==> config.mk <==
export PLATFORM = sky130hd
export DESIGN_NAME = grm_ctrl
export DESIGN_NICKNAME = d
export VERILOG_FILES = /design/src/hdl/grm_pkg.sv /design/src/hdl/grm_ctrl.sv
export SDC_FILE = /design/constraint.sdc
export NUM_CORES = 1
export LEC_CHECK = 0
export BUFFER_PORTS_ARGS = -buffer_cell sky130_fd_sc_hd__buf_2
export CAP_MARGIN = 20
export CORE_MARGIN = 1
export CORE_UTILIZATION = 30
export DETAILED_ROUTE_END_ITERATION = 16
export SLEW_MARGIN = 15
export SYNTH_ARGS = -nofsm -noshare
export SYNTH_HDL_FRONTEND = slang
export SYNTH_SLANG_ARGS = --single-unit
==> constraint.sdc <==
create_clock -name clk -period 1.8 [get_ports clk]
set_input_delay 0.36 -clock clk [delete_from_list [all_inputs] [get_ports clk]]
set_output_delay 0.36 -clock clk [all_outputs]
set_load 0.05 [all_outputs]
==> src/hdl/grm_pkg.sv <==
package grm_pkg;

  // map geometry
  localparam int MapSize  = 16;
  localparam int MapIdxW  = $clog2(MapSize);
  localparam int QLim     = MapSize * 5;     // cell q/5 leaves the map at q >= QLim

  // stream widths
  localparam int InDataW  = 88;
  localparam int OutDataW = 48;

  // configuration port
  localparam int CfgIdxW  = 2;
  localparam int CfgDataW = 21;
  localparam logic [CfgIdxW-1:0] CFG_SCREEN_ROWS    = 2'd0;
  localparam logic [CfgIdxW-1:0] CFG_MAX_STEPS      = 2'd1;
  localparam logic [CfgIdxW-1:0] CFG_EDGE_COS_LIMIT = 2'd2;

  localparam logic [7:0]  RowsReset  = 8'd43;
  localparam logic [9:0]  StepsReset = 10'd230;
  localparam logic [20:0] CosReset   = 21'd1048560;

  // item kinds
  localparam logic MODE_LOAD = 1'b0;
  localparam logic MODE_CAST = 1'b1;

  // datapath widths
  localparam int NumW  = 27;   // pos*40 + dir*n
  localparam int CellW = 11;
  localparam int VW    = 21;   // corner vector, Q12
  localparam int DW    = 42;   // squared distance
  localparam int DotW  = 38;
  localparam int MulW  = 42;   // serial multiplier operand width
  localparam int ProdW = 2 * MulW;
  localparam int DivW  = 18;   // wall_top dividend magnitude
  localparam int DenW  = 11;

  typedef enum logic [3:0] {
    ST_IDLE,
    ST_MARCH,
    ST_CORNER,
    ST_DOT,
    ST_MUL1_LD,
    ST_MUL1_RUN,
    ST_MUL2_LD,
    ST_MUL2_RUN,
    ST_CMP,
    ST_DIV_LD,
    ST_DIV_RUN,
    ST_FIN
  } state_t;

  typedef struct packed {
    logic load_row;
    logic cast_start;
    logic march;
    logic corner;
    logic dot;
    logic mul_ld_sq;
    logic mul_ld_lim;
    logic mul_run;
    logic cmp;
    logic div_ld;
    logic div_run;
    logic out_load;
  } cmd_t;

  typedef struct packed {
    logic march_end;
    logic corner_last;
    logic mul_done;
    logic cmp_last;
    logic div_done;
    logic out_free;
  } stat_t;

endpackage

==> src/hdl/grm_ctrl.sv <==
module grm_ctrl (
  input  logic           clk,
  input  logic           rst_n,
  input  logic           in_tvalid,
  input  logic           in_mode,
  output logic           in_tready,
  input  grm_pkg::stat_t stat,
  output grm_pkg::cmd_t  cmd
);
  import grm_pkg::*;

  state_t state_r, state_nxt;

  always_ff @(posedge clk) begin
    if (!rst_n) begin
      state_r <= ST_IDLE;
    end else begin
      state_r <= state_nxt;
    end
  end

  always_comb begin
    state_nxt = state_r;
    unique case (state_r)
      ST_IDLE:     if (in_tvalid && in_mode == MODE_CAST) state_nxt = ST_MARCH;
      ST_MARCH:    if (stat.march_end) state_nxt = ST_CORNER;
      ST_CORNER:   if (stat.corner_last) state_nxt = ST_DOT;
      ST_DOT:      state_nxt = ST_MUL1_LD;
      ST_MUL1_LD:  state_nxt = ST_MUL1_RUN;
      ST_MUL1_RUN: if (stat.mul_done) state_nxt = ST_MUL2_LD;
      ST_MUL2_LD:  state_nxt = ST_MUL2_RUN;
      ST_MUL2_RUN: if (stat.mul_done) state_nxt = ST_CMP;
      ST_CMP:      state_nxt = stat.cmp_last ? ST_DIV_LD : ST_DOT;
      ST_DIV_LD:   state_nxt = ST_DIV_RUN;
      ST_DIV_RUN:  if (stat.div_done) state_nxt = ST_FIN;
      ST_FIN:      if (stat.out_free) state_nxt = ST_IDLE;
      default:     state_nxt = ST_IDLE;
    endcase
  end

  always_comb begin
    cmd       = '0;
    in_tready = 1'b0;
    unique case (state_r)
      ST_IDLE: begin
        in_tready      = 1'b1;
        cmd.load_row   = in_tvalid && in_mode == MODE_LOAD;
        cmd.cast_start = in_tvalid && in_mode == MODE_CAST;
      end
      ST_MARCH:    cmd.march      = 1'b1;
      ST_CORNER:   cmd.corner     = 1'b1;
      ST_DOT:      cmd.dot        = 1'b1;
      ST_MUL1_LD:  cmd.mul_ld_sq  = 1'b1;
      ST_MUL1_RUN: cmd.mul_run    = 1'b1;
      ST_MUL2_LD:  cmd.mul_ld_lim = 1'b1;
      ST_MUL2_RUN: cmd.mul_run    = 1'b1;
      ST_CMP:      cmd.cmp        = 1'b1;
      ST_DIV_LD:   cmd.div_ld     = 1'b1;
      ST_DIV_RUN:  cmd.div_run    = 1'b1;
      ST_FIN:      cmd.out_load   = stat.out_free;
      default:     cmd            = '0;
    endcase
  end

`ifndef NO_ASSERTIONS
  a_out_free: assert property (@(posedge clk) disable iff (!rst_n)
    cmd.out_load |-> stat.out_free)
    else $error("result loaded into a full output slot");
  a_march_exit: assert property (@(posedge clk) disable iff (!rst_n)
    (state_r == ST_MARCH && stat.march_end) |=> state_r == ST_CORNER)
    else $error("march end not followed by corner scan");
  a_mul_seq: assert property (@(posedge clk) disable iff (!rst_n)
    (state_r == ST_MUL1_RUN && stat.mul_done) |=> state_r == ST_MUL2_LD)
    else $error("second product not started");
`endif

endmodule

==> results.sh, run 1 <==
export IMPL_status="finished clean"
export IMPL_cts_buffer_depth=2
export IMPL_synth_compound_area_share_pct=28.15
export IMPL_min_path_type="input port to flop"
export IMPL_drtIter0Drc=3
export IMPL_initial_core_util_pct=32.38
export IMPL_dp_hpwl_microns=849.5
export IMPL_yosysTopAreaCellShare_pct=18.77
export IMPL_syn_to_final_growth_pct=58.65
export IMPL_hold_depth=3
export IMPL_vias=504
export IMPL_drt_total_wl_microns=1081
export IMPL_numCtsBuffers=3
export IMPL_synthXorXnorAreaFrac_pct=0
export IMPL_p_switching_mw=0.4776
export IMPL_post_cts_buffers=0
export IMPL_p_sw_share_pct=53.18
export IMPL_wire_per_inst_microns=10.92
export IMPL_final_net_count=96
export IMPL_cts_hold_buf=0
export IMPL_relSlewSlack_pct=77.44
export IMPL_clock_fmax_mhz=580.1
export IMPL_clk_latency_ns=0.23
export IMPL_synth_top_cell_by_area="dfxtp_1"
export IMPL_cts_root_buf="clkbuf_4"
export IMPL_grt_pass1_wl_microns=1656
export IMPL_synth_fa_ha_area_share_pct=0
export IMPL_worst_ep_required_time_ns=1.44
export IMPL_ys_warn_count=0
export IMPL_post_route_period_util_pct=95.76
export IMPL_ys_seq_elements=4
export IMPL_synth_ff_type="dfxtp_1"
export IMPL_drt_first_pass_iters=2
export IMPL_grt_overflow=0
export IMPL_ys_types=29
export IMPL_htreeDepth=1
export IMPL_muxShareOfSynthArea_pct=2.346
export IMPL_antenna_found_initial=0
export IMPL_maxCapViolCount=0
export IMPL_rsz0062_at_grt="false"
export IMPL_synth_edf_count=0
export IMPL_port_buffer_count=22
export IMPL_largest_reg_flops=4
export IMPL_antenna_left=0
export IMPL_rr_endpoint="state_r[1]$_SDFFE_PN0P_"
export IMPL_synth_seq_area_share_pct=18.77
export IMPL_clk_pin_slew_worst_paths_ns=0.04
export IMPL_r2r_setup_slack_ns=0.34
export IMPL_synthCells=58
export IMPL_die_w_microns=39.71
export IMPL_die_y_microns=39.71
export IMPL_drive_gt1_share_pct=58.33
export IMPL_routed_via_density=5.091
export IMPL_pwr_share_seq_pct=17.4
export IMPL_critPathMaxFanout=11
export IMPL_p_clk_share_pct=12.1
export IMPL_multi_input_area_sq_um=375.4
export IMPL_rr_startpoint="state_r[2]$_SDFFE_PN0P_"
export IMPL_reg_top3="state_r: 4 flops"
export IMPL_synthesis_nets=68
export IMPL_sequential_cell_area_sq_um=86.33
export IMPL_fin_skew_ns=0.0004470
export IMPL_ys_top_cells_by_area="dfxtp_1 19%, nand2b_1 7.3%, nor3_1 7.0%"
export IMPL_start_kind="flop"
export IMPL_cell_internal_pwr_mw=0.4206
export IMPL_min_period_ns=1.724
export IMPL_final_util_pct=51.38
export IMPL_dieArea_sq_um=1577
export IMPL_min_to="state_r[3]$_SDFFE_PN0P_"
export IMPL_finalHoldViolCount=0
export IMPL_syn_area_sq_um=426.7
export IMPL_mostFrequentLayoutCell="buf_2"
export IMPL_postSynth_asyncResetShare_pct=0
export IMPL_layout_common_cells="16 x buf_2, 11 x buf_4, 6 x nand2_1"
export IMPL_p_leak_nw=0.3004
export IMPL_finalWorstSetupSlack_ns=0.07625
export IMPL_fill_cells=138
export IMPL_row_count=13
export IMPL_avgSynthCellArea_sq_um=7.356
export IMPL_pwr_share_comb_pct=70.5
export IMPL_powerDensity_nw_per_um2=1327
export IMPL_grt_max_degree=14
export IMPL_num_io_pins=23
export IMPL_worstHoldStart="rst_n"
export IMPL_finalSetupViolCount=0
export IMPL_peakVddDrop_uv=497.7
export IMPL_gp_congestion=0.6843
export IMPL_tritoncts="yes"
export IMPL_cp_arrival_ns=1.36
export IMPL_synthSimpleGateAreaFrac_pct=44.28
export IMPL_r2r_cells=5
export IMPL_grt_pass1_vias=414
export IMPL_worst_pin_slew_ns=0.3385
export IMPL_coreArea_sq_um=1318
export IMPL_grt_usage_pct=16.04
export IMPL_endpoint_kind="output port"
export IMPL_slew_violations=0
export IMPL_pre_cts_ws_ns=0.1693
export IMPL_path_class="flop to output port"
export IMPL_cts_sinks=4
export IMPL_top_register="state_r"
export IMPL_synth_top_family_by_area="simple AND/OR/NAND/NOR gates"
export IMPL_antennaDiodeCount=0
export IMPL_drc_errors=0
cell type report:
type	count	share of cell area, %
multi-input cells	48	55.45
repair buffers	28	25.14
flip-flops and latches	4	12.75
clock buffers	3	3.327
well taps	15	2.773
inverters	1	0.5545
worst max path at each step:
| stage | cells past startpoint | start | endpoint | slack (ns) |
|---|---|---|---|---|
| 2_1_floorplan | 3 | state_r[0]$_SDFFE_PN0P_ | cmd[1] | -0.29 |
| 3_3_place_gp | 3 | state_r[1]$_SDFFE_PN0P_ | cmd[10] | 0.16 |
| 3_5_place_dp | 3 | state_r[1]$_SDFFE_PN0P_ | cmd[10] | 0.17 |
| 4_1_cts | 4 | state_r[0]$_SDFFE_PN0P_ | cmd[7] | 0.02 |
| 5_1_grt | 3 | state_r[1]$_SDFFE_PN0P_ | cmd[10] | 0.009 |
| 6_report | 3 | state_r[1]$_SDFFE_PN0P_ | cmd[10] | 0.08 |
worst max-delay path: stages (launching register included):
cell and delay [ns]:
dfxtp_2 0.38, nor4_4 0.34, and3_4 0.22, buf_4 0.19
metal layers:
layer	up-vias	global-route usage [%]	wire length (microns)	share of wire [%]
met3	0	5.114	46	4.3
met2	14	29.51	555	51
met4	0	5.172	0	0
met5	-	0	0	0
met1	228	16.78	479	44
li1	262	-	-	-
logic make-up after synthesis:
group                  after synthesis
AOI/OAI and AO/OA                   12
buffers and inverters                6
DFF                                  4
muxes                                1
and+or+nand+nor                     35
power by group through the flow:
stage	Sequential [mW]	Combinational, mW	Clock [mW]
after global placement	0.156	0.611	0
after global routing	0.159	0.680	0.124
final	0.156	0.633	0.109
after CTS	0.157	0.631	0.115
after floorplan	0.126	0.507	0
after detailed placement	0.156	0.615	0
synthesized netlist by cell type (3+ instances only):
library cell	number
nor2_1	8
nand2_1	6
nor3_1	6
nand2b_1	5
buf_2	4
dfxtp_1	4
a21oi_1	3
what timing repair did:
action / in CTS / in global routing
endpoints found under the setup margin: 6 / 8
resized for setup: 7 / 3
pin swaps: 0 / 1
per-stage QoR:
step	area (sq um)	hold slack [ns]	std cells	power (mW)	TNS (ns)
finish	676.9	0.4118	99	0.8982	0
global route	676.9	0.4268	99	0.9630	0
CTS	669.4	0.4097	99	0.9025	0
detailed placement	631.9	0.6513	96	0.7714	0
global placement	631.9	0.6572	96	0.7675	0
floorplan	488.0	0.4815	58	0.6338	-1.179
Note: power is estimated with default switching activity, not from simulation.
==> run 2: changes to the inputs <==
CTS_BUF_LIST = sky130_fd_sc_hd__clkbuf_16   (was not set)
==> run 2 against run 1 <==
Compared with the run above: critical path depth unchanged; count of clock-buffer cells in the layout unchanged; worst setup slack worse by 0.014 ns; routed wire length rose by 1.3%; clock power increased to 3.1 times the previous value; combinational power down 0.8%; sequential share of layout area shrank 1.1 points; clock skew about the same; die area stayed put; global-route usage down 0.84 points; hold slack improved by 0.013 ns; cell count unchanged; critical endpoint unchanged; largest power group unchanged.
==> results.sh, run 2 (synthesis gave the netlist of run 1 again) <==
export IMPL_status="finished clean"
export IMPL_powerDensity_nw_per_um2=1560
export IMPL_sequential_cell_area_sq_um=83.83
export IMPL_rsz0062_at_grt="false"
export IMPL_min_period_ns=1.738
export IMPL_dieArea_sq_um=1577
export IMPL_endpoint_kind="output port"
export IMPL_row_count=13
export IMPL_top_register="state_r"
export IMPL_cts_sinks=4
export IMPL_worst_pin_slew_ns=0.3437
export IMPL_critPathMaxFanout=13
export IMPL_numCtsBuffers=3
export IMPL_grt_usage_pct=15.20
export IMPL_vias=502
export IMPL_post_cts_buffers=0
export IMPL_die_w_microns=39.71
export IMPL_cts_buffer_depth=2
export IMPL_finalHoldViolCount=0
export IMPL_gp_congestion=0.6843
export IMPL_p_leak_nw=0.3236
export IMPL_antenna_found_initial=0
export IMPL_num_io_pins=23
export IMPL_dp_cells=96
export IMPL_drt_total_wl_microns=1095
export IMPL_reg_top3="state_r: 4 flops"
export IMPL_slowest_stage="dfxtp_2"
export IMPL_grt_overflow=0
export IMPL_dp_hpwl_microns=849.5
export IMPL_syn_to_final_growth_pct=69.21
export IMPL_start_kind="flop"
export IMPL_grt_max_degree=14
export IMPL_worstPathCellList="nor4_4 > and3_4 > buf_4"
export IMPL_post_route_period_util_pct=96.53
export IMPL_layout_common_cells="18 x buf_2, 9 x buf_4, 6 x nand2_1"
export IMPL_multi_input_area_sq_um=375.4
export IMPL_die_y_microns=39.71
export IMPL_final_net_count=96
export IMPL_antenna_left=0
export IMPL_antennaDiodeCount=0
export IMPL_drt_first_pass_iters=2
export IMPL_crit_buf_inv=1
export IMPL_cts_root_buf="clkbuf_16"
export IMPL_pre_cts_ws_ns=0.1693
export IMPL_clock_fmax_mhz=575.5
export IMPL_mostFrequentLayoutCell="buf_2"
export IMPL_critPathMaxStageDelay_ns=0.41
export IMPL_slew_violations=0
export IMPL_grt_pass1_vias=406
export IMPL_peakVddDrop_uv=851.6
export IMPL_timing_hold_ws_ns=0.4245
export IMPL_min_path_type="input port to flop"
export IMPL_finalSetupViolCount=0
export IMPL_fin_skew_ns=0.0005617
export IMPL_fill_cells=134
export IMPL_tritoncts="yes"
export IMPL_crit_family="simple AND/OR/NAND/NOR gates"
export IMPL_drc_errors=0
export IMPL_clk_latency_ns=0.22
export IMPL_coreArea_sq_um=1318
export IMPL_finalNonFillerCells=99
export IMPL_maxCapViolCount=0
export IMPL_grt_pass1_wl_microns=1642
export IMPL_drtIter0Drc=3
export IMPL_drive_gt1_share_pct=58.33
export IMPL_largest_reg_flops=4
export IMPL_finalPower_mw=1.126
export IMPL_cp_arrival_ns=1.38
export IMPL_port_buffer_count=22
export IMPL_htreeDepth=1
export IMPL_final_util_pct=54.80
export IMPL_routed_via_density=5.071
export IMPL_relSlewSlack_pct=77.09
export IMPL_clk_pin_slew_worst_paths_ns=0.03
export IMPL_worst_ep_required_time_ns=1.44
export IMPL_path_class="flop to output port"
export IMPL_finalWorstSetupSlack_ns=0.06241
export IMPL_initial_core_util_pct=32.38
export IMPL_wire_per_inst_microns=11.06
==> run 2: changes by cell type in the layout (fill, tap and decap cells not counted) <==
| cell | previous run | this run |
|---|---|---|
| clkbuf_16 | 0 | 3 |
| clkbuf_4 | 4 | 1 |
| buf_2 | 16 | 18 |
| buf_4 | 11 | 9 |
| dfxtp_2 | 2 | 3 |
| dfxtp_4 | 1 | 0 |
==> run 2: metal layers <==
metal / global-route usage [%] / vias to the layer above / part of all wire [%]
met1: 17.39 / 227 / 46
li1: - / 261 / -
met5: 0 / - / 0
met3: 5.114 / 0 / 4.0
met4: 0 / 0 / 0
met2: 28.28 / 14 / 50
==> run 2: what timing repair did <==
action                     CTS  global route
pin swaps                    1             0
gates resized for setup      4             3
setup endpoints to repair    4             7
hold buffers                 0             0
==> run 2: metrics by stage <==
step | TNS, ns | instance area [sq um]
after CTS | 0 | 715.7
after detailed placement | 0 | 631.9
final | 0 | 721.9
after global routing | 0 | 721.9
after global placement | 0 | 631.9
after floorplan | -1.179 | 488.0
==> run 2: where the power goes <==
group	total (mW)	switching [mW]	leakage, nW	internal [mW]
registers	0.157	0.0450	0.0340	0.112
clock network	0.341	0.0575	0.0370	0.283
logic	0.628	0.398	0.253	0.230
==> run 2: path summary, 6_finish.rpt <==
| check | cells after the start | to | start | slack [ns] |
|---|---|---|---|---|
| setup / recovery | 3 | cmd[10] | state_r[3]$_SDFFE_PN0P_ | 0.06 |
| hold / removal | 3 | state_r[3]$_SDFFE_PN0P_ | rst_n | 0.42 |
| setup reg to reg | 5 | state_r[1]$_SDFFE_PN0P_ | state_r[2]$_SDFFE_PN0P_ | 0.34 |
| hold reg to reg | 1 | state_r[2]$_SDFFE_PN0P_ | state_r[3]$_SDFFE_PN0P_ | 0.68 |
==> run 2: layout make-up <==
class / instances / area share (%)
multi-input combinational: 48 / 51.99
timing repair buffer: 28 / 22.88
sequential: 4 / 11.61
clock buffer: 3 / 10.40
tap: 15 / 2.600
inverter: 1 / 0.5199
==> run 2: worst reg2reg max path: cells and delay by family, from the launching register on <==
| family | cells | cell delay [ns] |
|---|---|---|
| buf+inv | 1 | 0.17 |
| mux | 1 | 0.13 |
| flops | 1 | 0.38 |
| simple gates | 1 | 0.37 |
| compound gates | 2 | 0.28 |
==> run 3: changes to the inputs <==
clock period = 1.83 ns   (was 1.8 ns; I/O delays follow)
==> run 3 against run 2 <==
Compared with the run above: sequential power is 6% higher; combinational power down 6.7%; largest cell class unchanged; critical path type unchanged; cell count shrank 1.0%.
==> results.sh, run 3 (synthesis gave the netlist of run 1 again) <==
export IMPL_cts_buffer_depth=2
export IMPL_num_io_pins=23
export IMPL_r2r_cells=5
export IMPL_finalWorstSetupSlack_ns=0.07242
export IMPL_pre_cts_ws_ns=0.2440
export IMPL_reg_top3="state_r: 4 flops"
export IMPL_dp_hpwl_microns=792.5
export IMPL_die_y_microns=39.71
export IMPL_min_path_type="input port to flop"
export IMPL_cts_root_buf="clkbuf_16"
export IMPL_finalSetupViolCount=0
export IMPL_worstPathCellList="nor4_4 > and3_4 > clkbuf_4"
export IMPL_status="finished clean"
export IMPL_rr_endpoint="state_r[1]$_SDFFE_PN0P_"
export IMPL_worst_pin_slew_ns=0.3373
export IMPL_top_layer="met3"
export IMPL_wire_per_inst_microns=10.65
export IMPL_critPathMaxStageDelay_ns=0.41
export IMPL_gp_congestion=0.6966
export IMPL_tritoncts="yes"
export IMPL_path_class="flop to output port"
export IMPL_antennaDiodeCount=0
export IMPL_drt_total_wl_microns=1044
export IMPL_port_buffer_count=22
export IMPL_endpoint_kind="output port"
export IMPL_rr_startpoint="state_r[2]$_SDFFE_PN0P_"
export IMPL_clk_pin_slew_worst_paths_ns=0.03
export IMPL_drive_gt1_share_pct=54.22
export IMPL_wl_met3_microns=65
export IMPL_die_w_microns=39.71
export IMPL_clk_latency_ns=0.22
export IMPL_antenna_left=0
export IMPL_startpoint="state_r[3]$_SDFFE_PN0P_"
export IMPL_p_leak_nw=0.3179
export IMPL_numCtsBuffers=3
export IMPL_min_to="state_r[3]$_SDFFE_PN0P_"
export IMPL_slowest_stage="dfxtp_2"
export IMPL_cts_hold_buf=0
export IMPL_final_net_count=95
export IMPL_drtIter0Drc=4
export IMPL_cp_arrival_ns=1.39
export IMPL_start_kind="flop"
export IMPL_worst_ep_required_time_ns=1.46
export IMPL_cts_sinks=4
export IMPL_drt_met1_wl_microns=499
export IMPL_routed_wl_met2_microns=479
export IMPL_powerDensity_nw_per_um2=1549
export IMPL_mostFrequentLayoutCell="buf_2"
export IMPL_initial_core_util_pct=32.38
export IMPL_htreeDepth=1
export IMPL_maxCapViolCount=0
export IMPL_tns_ns=0
export IMPL_peakVddDrop_uv=664.8
export IMPL_drc_errors=0
export IMPL_dieArea_sq_um=1577
export IMPL_drt_first_pass_iters=4
export IMPL_post_cts_buffers=0
export IMPL_vias=493
export IMPL_post_route_period_util_pct=96.04
export IMPL_relSlewSlack_pct=77.52
export IMPL_row_count=13
export IMPL_coreArea_sq_um=1318
export IMPL_min_period_ns=1.758
export IMPL_grt_pass1_vias=384
export IMPL_grt_max_degree=14
export IMPL_routed_via_density=5.031
export IMPL_slew_violations=0
export IMPL_clock_fmax_mhz=569.0
export IMPL_fin_skew_ns=0.0008868
export IMPL_layout_common_cells="20 x buf_2, 6 x nand2_1, 5 x nand2b_1, 5 x nor2_1, 5 x buf_4"
export IMPL_grt_usage_pct=14.30
export IMPL_fill_cells=130
export IMPL_r2r_setup_slack_ns=0.36
export IMPL_syn_to_final_growth_pct=64.52
export IMPL_largest_reg_flops=4
export IMPL_hold_depth=3
export IMPL_top_register="state_r"
export IMPL_finalHoldViolCount=0
export IMPL_critPathMaxFanout=13
export IMPL_worstHoldStart="rst_n"
export IMPL_grt_overflow=0
export IMPL_antenna_found_initial=0
export IMPL_rsz0062_at_grt="false"
export IMPL_grt_pass1_wl_microns=1497
==> run 3: worst max-delay path by stage <==
stage | to | slack (ns)
after CTS | cmd[10] | 0.02
after global placement | cmd[8] | 0.25
final | cmd[10] | 0.07
after detailed placement | state_r[1]$_SDFFE_PN0P_ | 0.24
after global routing | cmd[11] | 0.01
after floorplan | cmd[1] | -0.27
==> run 3: repair_timing <==
item | in CTS | in global routing
gates resized for setup | 0 | 4
hold endpoints to repair | 0 | 0
setup endpoints to repair | 0 | 8
==> run 3: power by group <==
| group | internal (mW) | switching, mW |
|---|---|---|
| combinational | 0.215 | 0.370 |
| sequential | 0.110 | 0.0562 |
| clock | 0.279 | 0.0565 |
==> run 3: critical path: cells and delay by family, from the launching register on <==
family	cells	cell delay, ns
buf+inv	1	0.22
flops	1	0.41
simple gates	2	0.54
==> run 3: area by class of cell <==
class | instances | area, sq um | share of cell area, %
clock buffer | 3 | 75.07 | 10.70
inverter | 1 | 3.754 | 0.5348
multi-input combinational | 48 | 367.9 | 52.41
sequential | 4 | 83.83 | 11.94
tap | 15 | 18.77 | 2.674
timing repair buffer | 27 | 152.6 | 21.75
==> run 3: routing by layer <==
| metal | GRT usage (%) | vias to the layer above |
|---|---|---|
| li1 | - | 260 |
| met1 | 17.17 | 214 |
| met2 | 25.41 | 19 |
| met3 | 5.114 | 0 |
| met4 | 0 | 0 |
| met5 | 0 | - |
==> run 3: per-stage QoR <==
stage | hold slack [ns] | power (mW) | instance area [sq um] | util [%] | std cells
2_1_floorplan | 0.4875 | 0.6185 | 483.0 | - | 58
3_3_place_gp | 0.6659 | 0.7481 | 619.3 | 47.01 | 95
3_5_place_dp | 0.6559 | 0.7494 | 619.3 | 47.01 | 95
4_1_cts | 0.4332 | 1.089 | 694.4 | 52.71 | 98
5_1_grt | 0.4462 | 1.139 | 701.9 | 53.28 | 98
6_report | 0.4330 | 1.088 | 701.9 | 53.28 | 98
